==> config.mk <==
export PLATFORM = sky130hd
export DESIGN_NAME = ptbv_regs
export DESIGN_NICKNAME = d
export VERILOG_FILES = /design/src/design/ptbv_pkg.sv /design/src/design/ptbv_regs.sv
export SDC_FILE = /design/constraint.sdc
export NUM_CORES = 1
export LEC_CHECK = 0
export BUFFER_PORTS_ARGS = -buffer_cell sky130_fd_sc_hd__buf_2
export CORE_AREA = 2 2 102 104
export CTS_CLUSTER_DIAMETER = 200
export DETAILED_ROUTE_END_ITERATION = 6
export DIE_AREA = 0 0 104 106
export GPL_TIMING_DRIVEN = 0
export HOLD_SLACK_MARGIN = 0.06
export PLACE_DENSITY_LB_ADDON = 0.25
export SLEW_MARGIN = 20
export SYNTH_ARGS = -nofsm -noshare
export SYNTH_HDL_FRONTEND = slang
export SYNTH_SLANG_ARGS = --single-unit
==> constraint.sdc <==
create_clock -name clk -period 0.8 [get_ports clk]
set_input_delay 0.08 -clock clk [delete_from_list [all_inputs] [get_ports clk]]
set_output_delay 0.08 -clock clk [all_outputs]
set_load 0.1 [all_outputs]
==> src/design/ptbv_pkg.sv <==
// ----------------------------------------------------------------------------
// ptbv_pkg
// Shared types, constants and the microcode program for the pose to body
// velocity core.
// ----------------------------------------------------------------------------
package ptbv_pkg;

	// Fixed-point constants.
	localparam logic signed [39:0] Q30_ONE   = 40'sd1073741824;
	localparam logic signed [31:0] NS_PER_S  = 32'sd1000000000;
	localparam logic signed [31:0] RATE_MUL  = 32'sd1953125;
	localparam logic [31:0]        MIN_RESET = 32'd100000;
	localparam logic [31:0]        MAX_RESET = 32'd500000000;

	// Widths of the arithmetic path.
	localparam int A_W    = 36;
	localparam int B_W    = 32;
	localparam int PROD_W = A_W + B_W;
	localparam int ACC_W  = 38;
	localparam int DIV_W  = 36;

	// Microcode program.
	localparam int          PROG_LEN = 49;
	localparam int          PC_W     = 6;
	localparam logic [3:0]  I_X      = 4'd0;
	localparam logic [3:0]  I_Y      = 4'd1;
	localparam logic [3:0]  I_Z      = 4'd2;
	localparam logic [3:0]  I_W      = 4'd3;

	// Configuration register indexes.
	localparam logic REG_MIN = 1'b0;
	localparam logic REG_MAX = 1'b1;

	typedef struct packed {
		logic              body_present;
		logic [63:0]       stamp_ns;
		logic signed [31:0] pos_x;
		logic signed [31:0] pos_y;
		logic signed [31:0] pos_z;
		logic signed [31:0] quat_x;
		logic signed [31:0] quat_y;
		logic signed [31:0] quat_z;
		logic signed [31:0] quat_w;
	} pose_t;

	typedef struct packed {
		logic              twist_valid;
		logic signed [31:0] lin_vel_x;
		logic signed [31:0] lin_vel_y;
		logic signed [31:0] lin_vel_z;
		logic signed [31:0] ang_vel_x;
		logic signed [31:0] ang_vel_y;
		logic signed [31:0] ang_vel_z;
	} twist_t;

	// Multiplier operand A sources.
	typedef enum logic [2:0] {
		AG_Q,
		AG_CONJ,
		AG_DP,
		AG_DQ,
		AG_R
	} a_grp_t;

	// Multiplier operand B sources.
	typedef enum logic [1:0] {
		BG_Q,
		BG_V,
		BG_NS,
		BG_RATE
	} b_grp_t;

	// What the accumulate stage does with a product.
	typedef enum logic [2:0] {
		WM_NONE,
		WM_TWICE,
		WM_ONE_MINUS,
		WM_SAT,
		WM_SIGN,
		WM_DQ,
		WM_DIV_LIN,
		WM_DIV_ANG
	} wmode_t;

	typedef struct packed {
		a_grp_t     a_grp;
		logic [3:0] a_idx;
		b_grp_t     b_grp;
		logic [3:0] b_idx;
		logic       first;
		logic       neg;
		wmode_t     wmode;
		logic [3:0] d_idx;
	} uop_t;

	typedef enum logic [2:0] {
		ST_IDLE,
		ST_CHECK,
		ST_ISSUE,
		ST_DIV_WAIT,
		ST_FINISH
	} state_t;

	// Commands from the controller to the datapath.
	typedef struct packed {
		logic load;
		logic check;
		logic issue;
		logic finish;
		uop_t uop;
	} cmd_t;

	// Status from the datapath to the controller.
	typedef struct packed {
		logic valid;
		logic div_done;
	} stat_t;

	function automatic logic signed [31:0] sat32(input logic signed [39:0] x);
		logic signed [31:0] r;
		if (x > 40'sd2147483647) begin
			r = 32'sh7fffffff;
		end else if (x < -40'sd2147483648) begin
			r = 32'sh80000000;
		end else begin
			r = x[31:0];
		end
		return r;
	endfunction

	function automatic uop_t mk(input a_grp_t ag, input logic [3:0] ai, input b_grp_t bg,
			input logic [3:0] bi, input logic f, input logic n, input wmode_t wm,
			input logic [3:0] d);
		uop_t u;
		u.a_grp = ag;
		u.a_idx = ai;
		u.b_grp = bg;
		u.b_idx = bi;
		u.first = f;
		u.neg   = n;
		u.wmode = wm;
		u.d_idx = d;
		return u;
	endfunction

	// The program: world velocity divisions, rotation matrix, body-frame
	// velocity, rotation increment and angular rate divisions.
	function automatic uop_t ucode(input logic [PC_W-1:0] pc);
		uop_t u;
		u = mk(AG_Q, I_X, BG_Q, I_X, 1'b1, 1'b0, WM_NONE, 4'd0);
		unique case (pc)
			6'd0:  u = mk(AG_DP, 4'd0, BG_NS, I_X, 1'b1, 1'b0, WM_DIV_LIN, 4'd0);
			6'd1:  u = mk(AG_DP, 4'd1, BG_NS, I_X, 1'b1, 1'b0, WM_DIV_LIN, 4'd1);
			6'd2:  u = mk(AG_DP, 4'd2, BG_NS, I_X, 1'b1, 1'b0, WM_DIV_LIN, 4'd2);
			6'd3:  u = mk(AG_Q, I_Y, BG_Q, I_Y, 1'b1, 1'b0, WM_NONE, 4'd0);
			6'd4:  u = mk(AG_Q, I_Z, BG_Q, I_Z, 1'b0, 1'b0, WM_ONE_MINUS, 4'd0);
			6'd5:  u = mk(AG_Q, I_X, BG_Q, I_Y, 1'b1, 1'b0, WM_NONE, 4'd0);
			6'd6:  u = mk(AG_Q, I_Z, BG_Q, I_W, 1'b0, 1'b1, WM_TWICE, 4'd1);
			6'd7:  u = mk(AG_Q, I_X, BG_Q, I_Z, 1'b1, 1'b0, WM_NONE, 4'd0);
			6'd8:  u = mk(AG_Q, I_Y, BG_Q, I_W, 1'b0, 1'b0, WM_TWICE, 4'd2);
			6'd9:  u = mk(AG_Q, I_X, BG_Q, I_Y, 1'b1, 1'b0, WM_NONE, 4'd0);
			6'd10: u = mk(AG_Q, I_Z, BG_Q, I_W, 1'b0, 1'b0, WM_TWICE, 4'd3);
			6'd11: u = mk(AG_Q, I_X, BG_Q, I_X, 1'b1, 1'b0, WM_NONE, 4'd0);
			6'd12: u = mk(AG_Q, I_Z, BG_Q, I_Z, 1'b0, 1'b0, WM_ONE_MINUS, 4'd4);
			6'd13: u = mk(AG_Q, I_Y, BG_Q, I_Z, 1'b1, 1'b0, WM_NONE, 4'd0);
			6'd14: u = mk(AG_Q, I_X, BG_Q, I_W, 1'b0, 1'b1, WM_TWICE, 4'd5);
			6'd15: u = mk(AG_Q, I_X, BG_Q, I_Z, 1'b1, 1'b0, WM_NONE, 4'd0);
			6'd16: u = mk(AG_Q, I_Y, BG_Q, I_W, 1'b0, 1'b1, WM_TWICE, 4'd6);
			6'd17: u = mk(AG_Q, I_Y, BG_Q, I_Z, 1'b1, 1'b0, WM_NONE, 4'd0);
			6'd18: u = mk(AG_Q, I_X, BG_Q, I_W, 1'b0, 1'b0, WM_TWICE, 4'd7);
			6'd19: u = mk(AG_Q, I_X, BG_Q, I_X, 1'b1, 1'b0, WM_NONE, 4'd0);
			6'd20: u = mk(AG_Q, I_Y, BG_Q, I_Y, 1'b0, 1'b0, WM_ONE_MINUS, 4'd8);
			6'd21: u = mk(AG_R, 4'd0, BG_V, 4'd0, 1'b1, 1'b0, WM_NONE, 4'd0);
			6'd22: u = mk(AG_R, 4'd3, BG_V, 4'd1, 1'b0, 1'b0, WM_NONE, 4'd0);
			6'd23: u = mk(AG_R, 4'd6, BG_V, 4'd2, 1'b0, 1'b0, WM_SAT, 4'd0);
			6'd24: u = mk(AG_R, 4'd1, BG_V, 4'd0, 1'b1, 1'b0, WM_NONE, 4'd0);
			6'd25: u = mk(AG_R, 4'd4, BG_V, 4'd1, 1'b0, 1'b0, WM_NONE, 4'd0);
			6'd26: u = mk(AG_R, 4'd7, BG_V, 4'd2, 1'b0, 1'b0, WM_SAT, 4'd1);
			6'd27: u = mk(AG_R, 4'd2, BG_V, 4'd0, 1'b1, 1'b0, WM_NONE, 4'd0);
			6'd28: u = mk(AG_R, 4'd5, BG_V, 4'd1, 1'b0, 1'b0, WM_NONE, 4'd0);
			6'd29: u = mk(AG_R, 4'd8, BG_V, 4'd2, 1'b0, 1'b0, WM_SAT, 4'd2);
			6'd30: u = mk(AG_CONJ, I_W, BG_Q, I_W, 1'b1, 1'b0, WM_NONE, 4'd0);
			6'd31: u = mk(AG_CONJ, I_X, BG_Q, I_X, 1'b0, 1'b1, WM_NONE, 4'd0);
			6'd32: u = mk(AG_CONJ, I_Y, BG_Q, I_Y, 1'b0, 1'b1, WM_NONE, 4'd0);
			6'd33: u = mk(AG_CONJ, I_Z, BG_Q, I_Z, 1'b0, 1'b1, WM_SIGN, 4'd0);
			6'd34: u = mk(AG_CONJ, I_W, BG_Q, I_X, 1'b1, 1'b0, WM_NONE, 4'd0);
			6'd35: u = mk(AG_CONJ, I_X, BG_Q, I_W, 1'b0, 1'b0, WM_NONE, 4'd0);
			6'd36: u = mk(AG_CONJ, I_Y, BG_Q, I_Z, 1'b0, 1'b0, WM_NONE, 4'd0);
			6'd37: u = mk(AG_CONJ, I_Z, BG_Q, I_Y, 1'b0, 1'b1, WM_DQ, 4'd0);
			6'd38: u = mk(AG_CONJ, I_W, BG_Q, I_Y, 1'b1, 1'b0, WM_NONE, 4'd0);
			6'd39: u = mk(AG_CONJ, I_X, BG_Q, I_Z, 1'b0, 1'b1, WM_NONE, 4'd0);
			6'd40: u = mk(AG_CONJ, I_Y, BG_Q, I_W, 1'b0, 1'b0, WM_NONE, 4'd0);
			6'd41: u = mk(AG_CONJ, I_Z, BG_Q, I_X, 1'b0, 1'b0, WM_DQ, 4'd1);
			6'd42: u = mk(AG_CONJ, I_W, BG_Q, I_Z, 1'b1, 1'b0, WM_NONE, 4'd0);
			6'd43: u = mk(AG_CONJ, I_X, BG_Q, I_Y, 1'b0, 1'b0, WM_NONE, 4'd0);
			6'd44: u = mk(AG_CONJ, I_Y, BG_Q, I_X, 1'b0, 1'b1, WM_NONE, 4'd0);
			6'd45: u = mk(AG_CONJ, I_Z, BG_Q, I_W, 1'b0, 1'b0, WM_DQ, 4'd2);
			6'd46: u = mk(AG_DQ, 4'd0, BG_RATE, I_X, 1'b1, 1'b0, WM_DIV_ANG, 4'd0);
			6'd47: u = mk(AG_DQ, 4'd1, BG_RATE, I_X, 1'b1, 1'b0, WM_DIV_ANG, 4'd1);
			6'd48: u = mk(AG_DQ, 4'd2, BG_RATE, I_X, 1'b1, 1'b0, WM_DIV_ANG, 4'd2);
			default: u = mk(AG_Q, I_X, BG_Q, I_X, 1'b1, 1'b0, WM_NONE, 4'd0);
		endcase
		return u;
	endfunction

endpackage

==> src/design/ptbv_regs.sv <==
// ----------------------------------------------------------------------------
// ptbv_regs
// Configuration registers behind a simple APB-style port.
// ----------------------------------------------------------------------------
module ptbv_regs import ptbv_pkg::*; (
	input  logic        clk,
	input  logic        arst_n,
	input  logic        psel,
	input  logic        penable,
	input  logic        pwrite,
	input  logic [2:0]  paddr,
	input  logic [31:0] pwdata,
	output logic [31:0] prdata,
	output logic        pready,
	output logic [31:0] min_interval_ns,
	output logic [31:0] max_interval_ns
);

	logic [31:0] min_q;
	logic [31:0] max_q;
	logic        wr_en;

	assign wr_en  = psel && penable && pwrite;
	assign pready = 1'b1;

	// Register writes in the access phase.
	always_ff @(posedge clk or negedge arst_n) begin
		if (!arst_n) begin
			min_q <= MIN_RESET;
			max_q <= MAX_RESET;
		end else if (wr_en) begin
			unique case (paddr[2])
				REG_MIN: min_q <= pwdata;
				REG_MAX: max_q <= pwdata;
				default: ;
			endcase
		end
	end

	// Read data.
	always_comb begin
		unique case (paddr[2])
			REG_MIN: prdata = min_q;
			REG_MAX: prdata = max_q;
			default: prdata = '0;
		endcase
	end

	assign min_interval_ns = min_q;
	assign max_interval_ns = max_q;

endmodule

==> impl_metrics.ini <==
[global_routing]
grt_pass1_vias = 2538
grt_use_total_pct = 17.4
antenna_found_initial = 0
grt_pass1_wl_um = 14800
grt.overflow.total = 0
grt_max_degree = 41

[die]
rows = 37
pin_count = 137
fp.dieW_um = 104
die_h_um = 106
die_area_um2 = 11000
coreArea_um2 = 10000
start_util_pct = 29.4

[setup_path]
endpoint_kind = output port
critPathBufInv = 1
critPathArrivalTime_ps = 1310
path_cells = mux2_4 > buf_12
worstSetupPathType = flop to output port
rrSetupSlack_ps = -280
critPathLaunchType = flop
crit_path_top_delay_cell = dfstp_4
crit_family = flip-flops
critPathMaxStageDelay_ps = 650
crit_required_ps = 720
worstPathMaxFanout = 3

[routing]
met1_length_um = 4040
met2RoutedLength_um = 5550
wl_met3_um = 644
wire_per_inst_um = 18.6
via_per_inst = 4.42
drc = 0
drt_iter0_drc = 56
routed.top_layer = met4
first_pass_iters = 4
wirelength_um = 10400
detail-route-antenna-nets = 0
route.vias.total = 2477

[clock_network]
cts_inserted_buffers = 9
postCtsHoldBufs = 32
clkSlewWorstSetupHoldPaths_ps = 80
max-clock-path-buffers = 2
htree_levels = 3
insertion_delay_ps = 320
cts_tree = done
cts-root-buf = clkbuf_8
clock-sinks = 64

[yosys]
synth-xor-area-share_pct = 0
synth_fa_ha_area_share_pct = 0
synth-compound-area-share_pct = 0
synth_top_family_by_area = multiplexers
syn_area_um2 = 2940
yosys_warnings = 0
ys_ff_latch = 64
synth_seq_area_share_pct = 55.4
avgSynthCellArea_um2 = 16.9
synth_top_area_share_pct = 38.4
synthSimpleGateAreaFrac_pct = 1.24
ys_top_cells_by_area = dfrtp_1, mux2_2, dfstp_2
synth_cell_types = 11
syn_nets = 214
synth.largest_area_cell = dfrtp_1
synthMuxAreaShare_pct = 40.7
synthCells = 174

[sta]
period_share_pct = 173
finalCriticalPeriod_ps = 1390
rsz0062_at_grt = true
fin_setup_tns_ps = -50340
max_freq_mhz = 721
fin_skew_ps = 0
finalSetupViolCount = 160
setup_ws_ps = -587
hold_slack_ps = -352
slew_violations = 0
hold_viol = 52

[place]
dp_hpwl_um = 5200
gp_congestion = 0.706
io_buffers = 132
place.detailed.instances = 443
dpl_worst_slack_ps = -483

[pwr]
power_w = 0.0262
powerDensity_nw_per_um2 = 3730
peakVddDrop_mv = 2.22
leakage_nw = 3.34

[cells_and_area]
drive_above_1_share_pct = 92.0
mostFrequentLayoutCells = mux2_4, buf_12, buf_6
areaGrowthSynthToFinish_pct = 139
fin_nets = 459
insertedDiodeCount = 0
fin_cells = 560

[run_status]
violations = hold timing, setup timing
status = finished, violations left

[flow_run]
cap_violations = 0

[worst_hold_path]
hp-class = primary input to async pin
==> final timing paths <==
kind / start / endpoint / depth (start not counted)
hold reg to reg: min_interval_ns[0] / min_interval_ns[0] / 1
max in group asynchronous: arst_n / min_interval_ns[9] / 2
setup reg to reg: max_interval_ns[12] / max_interval_ns[12] / 3
hold / removal: arst_n / min_interval_ns[18] / 1
min in group clk: paddr[2] / max_interval_ns[31] / 3
setup / recovery: max_interval_ns[24] / prdata[24] / 2
==> registers in the layout, indices dropped and copies added, names as in the netlist <==
name	flops
max_interval_ns	32
min_interval_ns	32
==> cell usage after synthesis <==
cell type   n
mux2_2     64
dfrtp_1    45
mux2_4     30
dfstp_2    19
buf_2       7
buf_6       3
mux2_1      2
buf_4       1
conb_1      1
nand4_2     1
nand4b_4    1
==> routing by layer <==
layer | global-route usage [%] | vias to the layer above
li1 | - | 1104
met1 | 21.2 | 1250
met2 | 29.9 | 104
met3 | 4.90 | 19
met4 | 5.21 | 0
met5 | 0 | -
==> timing repair <==
action / 4_1_cts / 5_1_grt
gates resized for setup: 332 / 113
cloned: 0 / 0
setup endpoints to repair: 160 / 160
endpoints found under the hold margin: 119 / 55
buffers inserted: 12 / 57
==> per-stage QoR <==
step | cell area, um^2 | utilization (%)
final | 7010 | 70.1
after global routing | 7010 | 70.1
after CTS | 6120 | 61.2
after detailed placement | 4300 | 43.0
after global placement | 4280 | 42.8
after floorplan | 3440 | -
==> cells by family after synthesis <==
kind of cell           Yosys count
multiplexers                    96
flip-flops                      64
buffers and inverters           11
AND/OR/NAND/NOR                  2
other                            1
==> cell type report <==
type	count	area, um^2
timing repair buffer	234	3190
fill	652	2990
sequential	64	1870
multi-input combinational	99	1480
tap	136	170
clock buffer	13	169
buffer	11	97.6
clock inverter	3	40.0
==> where the power goes <==
group	total, W	switching, W	internal, W
Clock	0.00294	0.00125	0.00169
Sequential	0.00544	0.000853	0.00459
Combinational	0.0178	0.0104	0.00734
Note: power is estimated with default switching activity, not from simulation.
