[src/design/ptbv_pkg.sv]
// ----------------------------------------------------------------------------
// ptbv_pkg
// Shared types, constants and the microcode program for the pose to body
// velocity core.
// ----------------------------------------------------------------------------
package ptbv_pkg;

	// Fixed-point constants.
	localparam logic signed [39:0] Q30_ONE   = 40'sd1073741824;
	localparam logic signed [31:0] NS_PER_S  = 32'sd1000000000;
	localparam logic signed [31:0] RATE_MUL  = 32'sd1953125;
	localparam logic [31:0]        MIN_RESET = 32'd100000;
	localparam logic [31:0]        MAX_RESET = 32'd500000000;

	// Widths of the arithmetic path.
	localparam int A_W    = 36;
	localparam int B_W    = 32;
	localparam int PROD_W = A_W + B_W;
	localparam int ACC_W  = 38;
	localparam int DIV_W  = 36;

	// Microcode program.
	localparam int          PROG_LEN = 49;
	localparam int          PC_W     = 6;
	localparam logic [3:0]  I_X      = 4'd0;
	localparam logic [3:0]  I_Y      = 4'd1;
	localparam logic [3:0]  I_Z      = 4'd2;
	localparam logic [3:0]  I_W      = 4'd3;

	// Configuration register indexes.
	localparam logic REG_MIN = 1'b0;
	localparam logic REG_MAX = 1'b1;

	typedef struct packed {
		logic              body_present;
		logic [63:0]       stamp_ns;
		logic signed [31:0] pos_x;
		logic signed [31:0] pos_y;
		logic signed [31:0] pos_z;
		logic signed [31:0] quat_x;
		logic signed [31:0] quat_y;
		logic signed [31:0] quat_z;
		logic signed [31:0] quat_w;
	} pose_t;

	typedef struct packed {
		logic              twist_valid;
		logic signed [31:0] lin_vel_x;
		logic signed [31:0] lin_vel_y;
		logic signed [31:0] lin_vel_z;
		logic signed [31:0] ang_vel_x;
		logic signed [31:0] ang_vel_y;
		logic signed [31:0] ang_vel_z;
	} twist_t;

	// Multiplier operand A sources.
	typedef enum logic [2:0] {
		AG_Q,
		AG_CONJ,
		AG_DP,
		AG_DQ,
		AG_R
	} a_grp_t;

	// Multiplier operand B sources.
	typedef enum logic [1:0] {
		BG_Q,
		BG_V,
		BG_NS,
		BG_RATE
	} b_grp_t;

	// What the accumulate stage does with a product.
	typedef enum logic [2:0] {
		WM_NONE,
		WM_TWICE,
		WM_ONE_MINUS,
		WM_SAT,
		WM_SIGN,
		WM_DQ,
		WM_DIV_LIN,
		WM_DIV_ANG
	} wmode_t;

	typedef struct packed {
		a_grp_t     a_grp;
		logic [3:0] a_idx;
		b_grp_t     b_grp;
		logic [3:0] b_idx;
		logic       first;
		logic       neg;
		wmode_t     wmode;
		logic [3:0] d_idx;
	} uop_t;

	typedef enum logic [2:0] {
		ST_IDLE,
		ST_CHECK,
		ST_ISSUE,
		ST_DIV_WAIT,
		ST_FINISH
	} state_t;

	// Commands from the controller to the datapath.
	typedef struct packed {
		logic load;
		logic check;
		logic issue;
		logic finish;
		uop_t uop;
	} cmd_t;

	// Status from the datapath to the controller.
	typedef struct packed {
		logic valid;
		logic div_done;
	} stat_t;

	function automatic logic signed [31:0] sat32(input logic signed [39:0] x);
		logic signed [31:0] r;
		if (x > 40'sd2147483647) begin
			r = 32'sh7fffffff;
		end else if (x < -40'sd2147483648) begin
			r = 32'sh80000000;
		end else begin
			r = x[31:0];
		end
		return r;
	endfunction

	function automatic uop_t mk(input a_grp_t ag, input logic [3:0] ai, input b_grp_t bg,
			input logic [3:0] bi, input logic f, input logic n, input wmode_t wm,
			input logic [3:0] d);
		uop_t u;
		u.a_grp = ag;
		u.a_idx = ai;
		u.b_grp = bg;
		u.b_idx = bi;
		u.first = f;
		u.neg   = n;
		u.wmode = wm;
		u.d_idx = d;
		return u;
	endfunction

	// The program: world velocity divisions, rotation matrix, body-frame
	// velocity, rotation increment and angular rate divisions.
	function automatic uop_t ucode(input logic [PC_W-1:0] pc);
		uop_t u;
		u = mk(AG_Q, I_X, BG_Q, I_X, 1'b1, 1'b0, WM_NONE, 4'd0);
		unique case (pc)
			6'd0:  u = mk(AG_DP, 4'd0, BG_NS, I_X, 1'b1, 1'b0, WM_DIV_LIN, 4'd0);
			6'd1:  u = mk(AG_DP, 4'd1, BG_NS, I_X, 1'b1, 1'b0, WM_DIV_LIN, 4'd1);
			6'd2:  u = mk(AG_DP, 4'd2, BG_NS, I_X, 1'b1, 1'b0, WM_DIV_LIN, 4'd2);
			6'd3:  u = mk(AG_Q, I_Y, BG_Q, I_Y, 1'b1, 1'b0, WM_NONE, 4'd0);
			6'd4:  u = mk(AG_Q, I_Z, BG_Q, I_Z, 1'b0, 1'b0, WM_ONE_MINUS, 4'd0);
			6'd5:  u = mk(AG_Q, I_X, BG_Q, I_Y, 1'b1, 1'b0, WM_NONE, 4'd0);
			6'd6:  u = mk(AG_Q, I_Z, BG_Q, I_W, 1'b0, 1'b1, WM_TWICE, 4'd1);
			6'd7:  u = mk(AG_Q, I_X, BG_Q, I_Z, 1'b1, 1'b0, WM_NONE, 4'd0);
			6'd8:  u = mk(AG_Q, I_Y, BG_Q, I_W, 1'b0, 1'b0, WM_TWICE, 4'd2);
			6'd9:  u = mk(AG_Q, I_X, BG_Q, I_Y, 1'b1, 1'b0, WM_NONE, 4'd0);
			6'd10: u = mk(AG_Q, I_Z, BG_Q, I_W, 1'b0, 1'b0, WM_TWICE, 4'd3);
			6'd11: u = mk(AG_Q, I_X, BG_Q, I_X, 1'b1, 1'b0, WM_NONE, 4'd0);
			6'd12: u = mk(AG_Q, I_Z, BG_Q, I_Z, 1'b0, 1'b0, WM_ONE_MINUS, 4'd4);
			6'd13: u = mk(AG_Q, I_Y, BG_Q, I_Z, 1'b1, 1'b0, WM_NONE, 4'd0);
			6'd14: u = mk(AG_Q, I_X, BG_Q, I_W, 1'b0, 1'b1, WM_TWICE, 4'd5);
			6'd15: u = mk(AG_Q, I_X, BG_Q, I_Z, 1'b1, 1'b0, WM_NONE, 4'd0);
			6'd16: u = mk(AG_Q, I_Y, BG_Q, I_W, 1'b0, 1'b1, WM_TWICE, 4'd6);
			6'd17: u = mk(AG_Q, I_Y, BG_Q, I_Z, 1'b1, 1'b0, WM_NONE, 4'd0);
			6'd18: u = mk(AG_Q, I_X, BG_Q, I_W, 1'b0, 1'b0, WM_TWICE, 4'd7);
			6'd19: u = mk(AG_Q, I_X, BG_Q, I_X, 1'b1, 1'b0, WM_NONE, 4'd0);
			6'd20: u = mk(AG_Q, I_Y, BG_Q, I_Y, 1'b0, 1'b0, WM_ONE_MINUS, 4'd8);
			6'd21: u = mk(AG_R, 4'd0, BG_V, 4'd0, 1'b1, 1'b0, WM_NONE, 4'd0);
			6'd22: u = mk(AG_R, 4'd3, BG_V, 4'd1, 1'b0, 1'b0, WM_NONE, 4'd0);
			6'd23: u = mk(AG_R, 4'd6, BG_V, 4'd2, 1'b0, 1'b0, WM_SAT, 4'd0);
			6'd24: u = mk(AG_R, 4'd1, BG_V, 4'd0, 1'b1, 1'b0, WM_NONE, 4'd0);
			6'd25: u = mk(AG_R, 4'd4, BG_V, 4'd1, 1'b0, 1'b0, WM_NONE, 4'd0);
			6'd26: u = mk(AG_R, 4'd7, BG_V, 4'd2, 1'b0, 1'b0, WM_SAT, 4'd1);
			6'd27: u = mk(AG_R, 4'd2, BG_V, 4'd0, 1'b1, 1'b0, WM_NONE, 4'd0);
			6'd28: u = mk(AG_R, 4'd5, BG_V, 4'd1, 1'b0, 1'b0, WM_NONE, 4'd0);
			6'd29: u = mk(AG_R, 4'd8, BG_V, 4'd2, 1'b0, 1'b0, WM_SAT, 4'd2);
			6'd30: u = mk(AG_CONJ, I_W, BG_Q, I_W, 1'b1, 1'b0, WM_NONE, 4'd0);
			6'd31: u = mk(AG_CONJ, I_X, BG_Q, I_X, 1'b0, 1'b1, WM_NONE, 4'd0);
			6'd32: u = mk(AG_CONJ, I_Y, BG_Q, I_Y, 1'b0, 1'b1, WM_NONE, 4'd0);
			6'd33: u = mk(AG_CONJ, I_Z, BG_Q, I_Z, 1'b0, 1'b1, WM_SIGN, 4'd0);
			6'd34: u = mk(AG_CONJ, I_W, BG_Q, I_X, 1'b1, 1'b0, WM_NONE, 4'd0);
			6'd35: u = mk(AG_CONJ, I_X, BG_Q, I_W, 1'b0, 1'b0, WM_NONE, 4'd0);
			6'd36: u = mk(AG_CONJ, I_Y, BG_Q, I_Z, 1'b0, 1'b0, WM_NONE, 4'd0);
			6'd37: u = mk(AG_CONJ, I_Z, BG_Q, I_Y, 1'b0, 1'b1, WM_DQ, 4'd0);
			6'd38: u = mk(AG_CONJ, I_W, BG_Q, I_Y, 1'b1, 1'b0, WM_NONE, 4'd0);
			6'd39: u = mk(AG_CONJ, I_X, BG_Q, I_Z, 1'b0, 1'b1, WM_NONE, 4'd0);
			6'd40: u = mk(AG_CONJ, I_Y, BG_Q, I_W, 1'b0, 1'b0, WM_NONE, 4'd0);
			6'd41: u = mk(AG_CONJ, I_Z, BG_Q, I_X, 1'b0, 1'b0, WM_DQ, 4'd1);
			6'd42: u = mk(AG_CONJ, I_W, BG_Q, I_Z, 1'b1, 1'b0, WM_NONE, 4'd0);
			6'd43: u = mk(AG_CONJ, I_X, BG_Q, I_Y, 1'b0, 1'b0, WM_NONE, 4'd0);
			6'd44: u = mk(AG_CONJ, I_Y, BG_Q, I_X, 1'b0, 1'b1, WM_NONE, 4'd0);
			6'd45: u = mk(AG_CONJ, I_Z, BG_Q, I_W, 1'b0, 1'b0, WM_DQ, 4'd2);
			6'd46: u = mk(AG_DQ, 4'd0, BG_RATE, I_X, 1'b1, 1'b0, WM_DIV_ANG, 4'd0);
			6'd47: u = mk(AG_DQ, 4'd1, BG_RATE, I_X, 1'b1, 1'b0, WM_DIV_ANG, 4'd1);
			6'd48: u = mk(AG_DQ, 4'd2, BG_RATE, I_X, 1'b1, 1'b0, WM_DIV_ANG, 4'd2);
			default: u = mk(AG_Q, I_X, BG_Q, I_X, 1'b1, 1'b0, WM_NONE, 4'd0);
		endcase
		return u;
	endfunction

endpackage

[src/design/ptbv_ctrl.sv]
// ----------------------------------------------------------------------------
// ptbv_ctrl
// Controller: sequences one pose through the check, the microcode program
// and the result register.
// ----------------------------------------------------------------------------
module ptbv_ctrl import ptbv_pkg::*; (
	input  logic  clk,
	input  logic  arst_n,
	input  logic  pose_valid,
	input  logic  body_present,
	output logic  pose_ready,
	output logic  vel_valid,
	input  logic  vel_ready,
	input  stat_t stat,
	output cmd_t  cmd
);

	state_t          state_q;
	state_t          state_d;
	logic [PC_W-1:0] pc_q;
	logic [PC_W-1:0] pc_d;
	logic            full_q;

	// State and program counter registers.
	always_ff @(posedge clk or negedge arst_n) begin
		if (!arst_n) begin
			state_q <= ST_IDLE;
			pc_q    <= '0;
		end else begin
			state_q <= state_d;
			pc_q    <= pc_d;
		end
	end

	// Result register occupancy.
	always_ff @(posedge clk or negedge arst_n) begin
		if (!arst_n) begin
			full_q <= 1'b0;
		end else if (cmd.finish) begin
			full_q <= 1'b1;
		end else if (vel_ready) begin
			full_q <= 1'b0;
		end
	end

	assign vel_valid  = full_q;
	assign pose_ready = (state_q == ST_IDLE);

	// Next state and commands.
	always_comb begin
		state_d    = state_q;
		pc_d       = pc_q;
		cmd.load   = 1'b0;
		cmd.check  = 1'b0;
		cmd.issue  = 1'b0;
		cmd.finish = 1'b0;
		cmd.uop    = ucode(pc_q);
		unique case (state_q)
			ST_IDLE: begin
				if (pose_valid && body_present) begin
					cmd.load = 1'b1;
					state_d  = ST_CHECK;
				end
			end
			ST_CHECK: begin
				cmd.check = 1'b1;
				pc_d      = '0;
				state_d   = stat.valid ? ST_ISSUE : ST_FINISH;
			end
			ST_ISSUE: begin
				cmd.issue = 1'b1;
				pc_d      = pc_q + 1'b1;
				if (cmd.uop.wmode == WM_DIV_LIN || cmd.uop.wmode == WM_DIV_ANG) begin
					state_d = ST_DIV_WAIT;
				end
			end
			ST_DIV_WAIT: begin
				if (stat.div_done) begin
					state_d = (pc_q == PC_W'(PROG_LEN)) ? ST_FINISH : ST_ISSUE;
				end
			end
			ST_FINISH: begin
				if (!full_q || vel_ready) begin
					cmd.finish = 1'b1;
					state_d    = ST_IDLE;
				end
			end
			default: state_d = ST_IDLE;
		endcase
	end

endmodule

[config.mk]
export PLATFORM = sky130hd
export DESIGN_NAME = ptbv_ctrl
export DESIGN_NICKNAME = d
export VERILOG_FILES = /design/src/design/ptbv_pkg.sv /design/src/design/ptbv_ctrl.sv
export SDC_FILE = /design/constraint.sdc
export NUM_CORES = 1
export LEC_CHECK = 0
export BUFFER_PORTS_ARGS = -buffer_cell sky130_fd_sc_hd__buf_2
export CAP_MARGIN = 10
export CORE_ASPECT_RATIO = 0.6
export CORE_MARGIN = 2
export CORE_UTILIZATION = 26
export CTS_CLUSTER_DIAMETER = 150
export DETAILED_ROUTE_END_ITERATION = 8
export SLEW_MARGIN = 20
export SYNTH_ARGS = -nofsm -noshare
export SYNTH_HDL_FRONTEND = slang
export SYNTH_SLANG_ARGS = --single-unit
export TNS_END_PERCENT = 1
[constraint.sdc]
create_clock -name clk -period 5.8 [get_ports clk]
set_clock_uncertainty 0.15 [all_clocks]
set_input_delay 1.74 -clock clk [delete_from_list [all_inputs] [get_ports clk]]
set_output_delay 1.74 -clock clk [all_outputs]
set_load 0.02 [all_outputs]
==> summary.log, run 1 <==
INFO  worst_setup_path critPathCaptureType=output port
INFO  worst_setup_path timing.critical_path.fanout_max=17
INFO  clocking       tritoncts=done
INFO  floorplan      io_pins=35
INFO  timing         min_period=4500ps
INFO  clocking       cts-root-buf=clkbuf_8
INFO  global_routing grt_usage=14.4%
INFO  global_routing grt-ovfl-total=0
INFO  power          ir_drop=0.155mV
INFO  route          total_via_count_in_the_routed_design=1,651
INFO  synthesis      yosys.cell_types.count=52
INFO  route          number_of_design_rule_violations_left_by_the_first_detailed_router_iteration=99
INFO  route          drc=0
INFO  worst_setup_path critPathMaxStageDelay=730ps
INFO  final_layout   syn2layout_area_growth=15.6%
INFO  power          total_leakage_power=0.764nW
INFO  final_layout   mostFrequentLayoutCell=buf_2
INFO  worst_setup_path criticalPathCategory=reg -> out
INFO  clocking       cts.sink_count=10
INFO  clocking       htree_num_levels=1
INFO  timing         number_of_hold_violations_in_the_final_report=0
INFO  timing         timing.final.max_slew_violations=0
INFO  synthesis      number_of_enable_type_register_cells_in_the_synthesized_netlist=0
INFO  worst_setup_path critPathRequiredTime=3910ps
INFO  route          remaining_number_of_nets_flagged_by_the_antenna_check_after_routing=0
INFO  final_layout   fill_cells=611
INFO  run            max_cap_viol_count=0
INFO  worst_setup_path cpLargestDelayFamily=compound AO/OA/AOI/OAI gates
INFO  timing         final-setup-viol-count=0
INFO  worst_setup_path critical_path.slowest_cell=a31oi_1
INFO  place          dp_hpwl=3210um
INFO  global_routing grt_antenna_before_repair=0
INFO  synthesis      synth_seq_area_share=17.0%
INFO  worst_setup_path element_type_at_the_critical_path_start=register
INFO  place          port-buffer-count=32
INFO  floorplan      die_area=6290squm
INFO  clocking       worst_skew_pair.late_latency=230ps
INFO  synthesis      syn_area_per_cell=7.10squm
INFO  clocking       clockBufferDepth=2
INFO  clocking       cts-resized-gates=0
INFO  synthesis      async_reset_ff_share=100%
INFO  hold_path      timing.hold.worst.class=reg -> reg
INFO  floorplan      core_region_area=5520squm
INFO  route          drt-vias-per-instance=5.60
INFO  clocking       ctsHoldBuffers=0
INFO  timing         slew_headroom=42.7%
INFO  route          drt_pre_antenna_iters=5
INFO  synthesis      synth_warnings=0
INFO  power          power-per-cell-area=610nW/um^2
INFO  route          routed_wire_length_per_instance=15.1um
INFO  worst_setup_path critical_path.cell_chain=buf_4, inv_1, ha_1, a31oi_1, o21ai_0, buf_2
INFO  timing         grt_setup_unrepaired=false
INFO  synthesis      postSynth.topFlopCell=dfrtp_1
INFO  worst_setup_path worst-endpoint-arrival=2610ps
INFO  synthesis      synthesized_instance_count=207
INFO  timing         min_period_over_period=77.6%
INFO  floorplan      dieHeight=62.2um
INFO  global_routing grt_start_max_net_pins=46
INFO  global_routing grt_pass1_wl=7390um
INFO  clocking       clk_transition_reported_paths=50ps
INFO  place          finalWeightedCongestion=0.899
INFO  clocking       cts_setup_buffers=0
INFO  floorplan      floorplan.initialDensity=26.6%
INFO  synthesis      netlist_area=1470squm
INFO  final_layout   fraction_of_layout_instances_using_a_drive_strength_above_1=21.2%
INFO  floorplan      dieWidth=101um
INFO  worst_setup_path cp.buffers_inverters=3
INFO  final_layout   mostFrequentLayoutCells=32 x buf_2, 22 x nor2_1, 17 x nand2_1
INFO  synthesis      postSynthRegisterBits=10
INFO  global_routing first_global_vias=1,406
INFO  final_layout   antenna-diode-count=0
INFO  final_layout   final_net_count=243
INFO  final_layout   post_route_utilization=30.8%
INFO  route          route.final.wire_length=4470um
INFO  timing         setup_total_negative_slack=0ps
INFO  timing         tightestPinTransition=855ps
INFO  timing         highest_clock_rate=222MHz
INFO  clocking       tritoncts.num_buffers=3
INFO  floorplan      num_rows=21
INFO  status         status=finished, final reports clean
==> sequential cells by signal, summed over array words and instances, names as in the netlist <==
register,cells
state_q,3
pc_q,6
vel_valid,1
==> per-stage QoR <==
stage	power, mW	setup WS (ps)	instances	hold WS [ps]	cell area, sq um
floorplan	0.742	1700	208	351	1470
global placement	0.942	1600	291	361	1640
detailed placement	0.941	1590	291	357	1640
CTS	1.03	1370	295	366	1700
global route	1.13	1120	295	418	1700
finish	1.04	1300	295	358	1700
==> final cells by class <==
class                           instances  area, sq um  share of cell area [%]
Clock buffer                            4         55.1                    3.24
Timing Repair Buffer                   36          190                    11.2
Inverter                                8         30.0                    1.77
Tap cell                               69         86.3                    5.08
Multi-Input combinational cell        168         1090                    64.0
Sequential cell                        10          250                    14.7
==> worst reg2reg max path: stages, from the launching register on <==
cell	delay [ps]
dfrtp_1	350
buf_4	200
ha_1	280
inv_1	90
ha_1	130
or4b_4	470
or3_1	320
o32a_1	170
a221oi_2	230
==> where the power goes <==
part | internal (mW) | switching [mW]
clock | 0.0594 | 0.0246
combinational | 0.302 | 0.529
sequential | 0.0913 | 0.0291
==> metal layers <==
| layer | global-route usage, % | wire length [um] | part of all wire [%] |
|---|---|---|---|
| met4 | 1.86 | 10 | 0.22 |
| met5 | 0 | 0 | 0 |
| met2 | 18.7 | 1840 | 41 |
| met3 | 3.60 | 374 | 8.4 |
| met1 | 23.6 | 2250 | 50 |
==> cell families after synthesis <==
logic type | after synthesis | share of synthesized area, %
AO/OA/AOI/OAI | 64 | 30.6
adder cells (fa/ha/maj) | 9 | 7.67
buffers and inverters | 30 | 9.28
flip-flops | 10 | 17.0
multiplexers | 6 | 5.11
other | 1 | 0.255
AND/OR/NAND/NOR | 87 | 30.1
==> path summary, 6_finish.rpt <==
check,from,to,slack (ps),cells after the start
max,pc_q[0],cmd[14],1300,6
min,vel_valid,vel_valid,360,2
max reg2reg,pc_q[0],state_q[0],3310,8
min reg2reg,vel_valid,vel_valid,360,2
max in group asynchronous,arst_n,pc_q[4],4090,1
min in group asynchronous,arst_n,pc_q[2],1210,1
==> synthesized netlist by cell type, drive strengths merged (2+ instances only) <==
cell type	n	area, sq um
nor2	22	82.6
nand2	17	63.8
o21ai	15	75.1
clkbuf	12	45.0
buf	10	61.3
dfrtp	10	250
a21oi	9	45.0
ha	9	113
nand2b	9	56.3
and3	8	50.1
inv	8	30.0
nand3	7	35.0
nor3	7	35.0
a311oi	5	43.8
a31oi	5	31.3
nor2b	4	25.0
o32ai	4	35.0
a22o	3	26.3
mux2i	3	30.0
or3	3	18.8
a211o	2	17.5
a211oi	2	15.0
a21boi	2	15.0
a221oi	2	23.8
and2	2	12.5
mux2	2	22.5
nand4	2	12.5
nor3b	2	15.0
o22ai	2	12.5
o31ai	2	15.0
(Power assumes the default switching activity.)
==> run 2, diff against run 1 <==
--- a/config.mk
+++ b/config.mk
@@ -5,6 +5,7 @@
 export SDC_FILE = /design/constraint.sdc
 export NUM_CORES = 1
 export LEC_CHECK = 0
+export ABC_AREA = 1
 export BUFFER_PORTS_ARGS = -buffer_cell sky130_fd_sc_hd__buf_2
 export CAP_MARGIN = 10
 export CORE_ASPECT_RATIO = 0.6
==> constraint.sdc (replaced) <==
create_clock -name clk -period 4.5 [get_ports clk]
set_clock_uncertainty 0.15 [all_clocks]
set_input_delay 1.35 -clock clk [delete_from_list [all_inputs] [get_ports clk]]
set_output_delay 1.35 -clock clk [all_outputs]
set_load 0.02 [all_outputs]
==> run 2 against run 1 <==
Global-route usage grew 1.1 points. Non-clock buffer count shrank 2. Synthesized cell count grew 11%. Critical path type unchanged.
==> summary.log, run 2 <==
INFO  final_layout   final_net_count=272
INFO  global_routing grt_usage=15.4%
INFO  clocking       cts-resized-gates=0
INFO  floorplan      die_area=6150squm
INFO  synthesis      postSynthRegisterBits=10
INFO  floorplan      dieWidth=99.9um
INFO  synthesis      netlist_area=1440squm
INFO  route          drt-vias-per-instance=5.44
INFO  final_layout   max_reg_flops=6
INFO  hold_path      worstHoldPathCells=2
INFO  final_layout   mostFrequentLayoutCells=52 x nand2_1, 32 x buf_2, 27 x inv_1
INFO  worst_setup_path critPathMaxStageDelay=480ps
INFO  final_layout   registers.top_by_ff_count=pc_q
INFO  timing         slew_headroom=46.0%
INFO  global_routing grt_pass1_wl=7320um
INFO  worst_setup_path cp.buffers_inverters=4
INFO  synthesis      synthTopCellsByCount=52 x nand2_1, 27 x inv_1, 22 x nor2_1
INFO  clocking       tritoncts=done
INFO  final_layout   syn2layout_area_growth=15.3%
INFO  synthesis      syn_area_per_cell=6.27squm
INFO  timing         final-setup-viol-count=0
INFO  floorplan      dieHeight=61.6um
INFO  worst_setup_path critPathLaunch=pc_q[0]
INFO  worst_setup_path timing.critical_path.fanout_max=14
INFO  worst_setup_path critPathRequiredTime=3000ps
INFO  route          number_of_design_rule_violations_left_by_the_first_detailed_router_iteration=316
INFO  synthesis      synth_top_area_cell=dfrtp_1
INFO  power          power-per-cell-area=517nW/um^2
INFO  global_routing grt_start_max_net_pins=21
INFO  worst_setup_path r2r-start=pc_q[0]
INFO  global_routing grt_antenna_before_repair=0
INFO  synthesis      synth_warnings=0
INFO  floorplan      floorplan.initialDensity=27.7%
INFO  timing         hold_slack=426ps
INFO  timing         tightestPinTransition=809ps
INFO  synthesis      synthesized_instance_count=229
INFO  synthesis      netlist_top_cells_area=dfrtp_1 17%, nand2_1 14%, ha_1 7.8%
INFO  timing         timing.final.max_slew_violations=0
INFO  timing         grt_setup_unrepaired=false
INFO  status         status=finished, final reports clean
INFO  timing         min_period=3930ps
INFO  synthesis      postSynth.topFlopCell=dfrtp_1
INFO  synthesis      number_of_enable_type_register_cells_in_the_synthesized_netlist=0
INFO  floorplan      core_region_area=5180squm
INFO  worst_setup_path criticalPathCategory=reg -> out
INFO  clocking       tritoncts.num_buffers=3
INFO  worst_setup_path critPathCaptureType=output port
INFO  synthesis      cell_with_the_most_instances_after_synthesis=nand2_1
INFO  clocking       ctsHoldBuffers=0
INFO  synthesis      async_reset_ff_share=100%
INFO  floorplan      io_pins=35
INFO  synthesis      yosys.cell_types.count=32
INFO  route          remaining_number_of_nets_flagged_by_the_antenna_check_after_routing=0
INFO  place          port-buffer-count=32
INFO  final_layout   fraction_of_layout_instances_using_a_drive_strength_above_1=21.3%
INFO  worst_setup_path critical_path.cell_chain=inv_1, ha_1, inv_1, nand2_1, nand2_1, inv_1, o211ai_1, nand2_1, nand2_1, nand2_1, buf_2
INFO  worst_setup_path critical_path_cell_count=11
INFO  run            max_cap_viol_count=0
INFO  global_routing grt-ovfl-total=0
INFO  clocking       cts_setup_buffers=0
INFO  hold_path      timing.hold.worst.class=reg -> reg
INFO  clocking       clockBufferDepth=2
INFO  clocking       worst_skew_pair.late_latency=230ps
INFO  timing         number_of_hold_violations_in_the_final_report=0
INFO  hold_path      worstHoldStart=state_q[1]
INFO  worst_setup_path reg2regPathDepth=14
INFO  timing         setup_total_negative_slack=0ps
INFO  route          drt_pre_antenna_iters=5
INFO  floorplan      num_rows=20
INFO  global_routing first_global_vias=1,392
INFO  clocking       clk_transition_reported_paths=50ps
INFO  worst_setup_path critical_path.slowest_cell=dfrtp_1
INFO  route          route.final.wire_length=4800um
INFO  synthesis      synth_top_cell_area_share=17.4%
INFO  worst_setup_path worst-endpoint-arrival=2430ps
INFO  worst_setup_path cpMostUsedCell=nand2_1
INFO  final_layout   antenna-diode-count=0
INFO  place          finalWeightedCongestion=0.982
INFO  clocking       cts.sink_count=10
INFO  power          ir_drop=0.114mV
INFO  final_layout   mostFrequentLayoutCell=nand2_1
INFO  route          drc=0
INFO  synthesis      synth_seq_area_share=17.4%
INFO  clocking       htree_num_levels=1
INFO  worst_setup_path cpLargestDelayFamily=buffers and inverters
INFO  clocking       cts-root-buf=clkbuf_8
INFO  timing         min_period_over_period=87.4%
INFO  timing         highest_clock_rate=254MHz
INFO  power          total_leakage_power=0.880nW
INFO  route          total_via_count_in_the_routed_design=1,741
INFO  route          routed_wire_length_per_instance=15.0um
INFO  worst_setup_path element_type_at_the_critical_path_start=register
INFO  place          dp_hpwl=3730um
run 2: kinds of logic after synthesis:
| kind of cell | after synthesis | synth area share, % |
|---|---|---|
| AND/OR/NAND/NOR | 105 | 33.7 |
| AO/OA/AOI/OAI | 60 | 26.9 |
| buffers and inverters | 44 | 13.9 |
| flip-flops | 10 | 17.4 |
| adder cells (fa/ha/maj) | 9 | 7.85 |
| other | 1 | 0.261 |
run 2: report_power, final:
part / switching (mW) / leakage [nW] / internal [mW] / total (mW)
Sequential: 0.0516 / 0.134 / 0.114 / 0.166
Combinational: 0.412 / 0.724 / 0.187 / 0.599
Clock: 0.0322 / 0.0216 / 0.0583 / 0.0905
run 2: metal layers:
| layer | track usage (%) | wire [um] |
|---|---|---|
| met5 | 0 | 0 |
| met4 | 3.52 | 54 |
| met3 | 4.77 | 705 |
| met2 | 18.4 | 1720 |
| met1 | 25.2 | 2310 |
run 2: layout make-up:
type / instances / area [sq um]
clock buffer: 3 / 41.3
fill: 557 / 3530
inverter: 31 / 116
multi-input combinational: 176 / 988
sequential: 10 / 250
tap: 66 / 82.6
timing repair buffer: 34 / 175
run 2: final timing paths:
kind / endpoint / slack, ps
worst min register to register: state_q[1] / 430
worst max-delay path: cmd[9] / 570
worst max register to register: state_q[1] / 1930
max in group asynchronous: pc_q[5] / 3190
worst min-delay path: state_q[1] / 430
min in group asynchronous: pc_q[0] / 820
run 2: per-stage QoR:
stage / utilization (%) / setup WS (ps) / cells / area [sq um] / power [mW]
after floorplan: - / 910 / 230 / 1440 / 0.598
after global placement: 31.1 / 881 / 317 / 1610 / 0.763
after detailed placement: 31.1 / 858 / 317 / 1610 / 0.750
after CTS: 31.9 / 605 / 320 / 1650 / 0.845
after global routing: 31.9 / 295 / 320 / 1650 / 0.930
final: 31.9 / 568 / 320 / 1650 / 0.855
run 2: worst register-to-register path, cell delays in order (launching register included):
cell and delay (ps):
dfrtp_1 480, inv_1 400, ha_1 310, inv_1 160, nand2_1 120, nand2_1 180, nand2_1 80, nand2_1 70
nand2_1 110, nand2_2 90, nand2_2 60, nand2_2 80, nand2_1 60, nand2_1 70, nand2_1 50
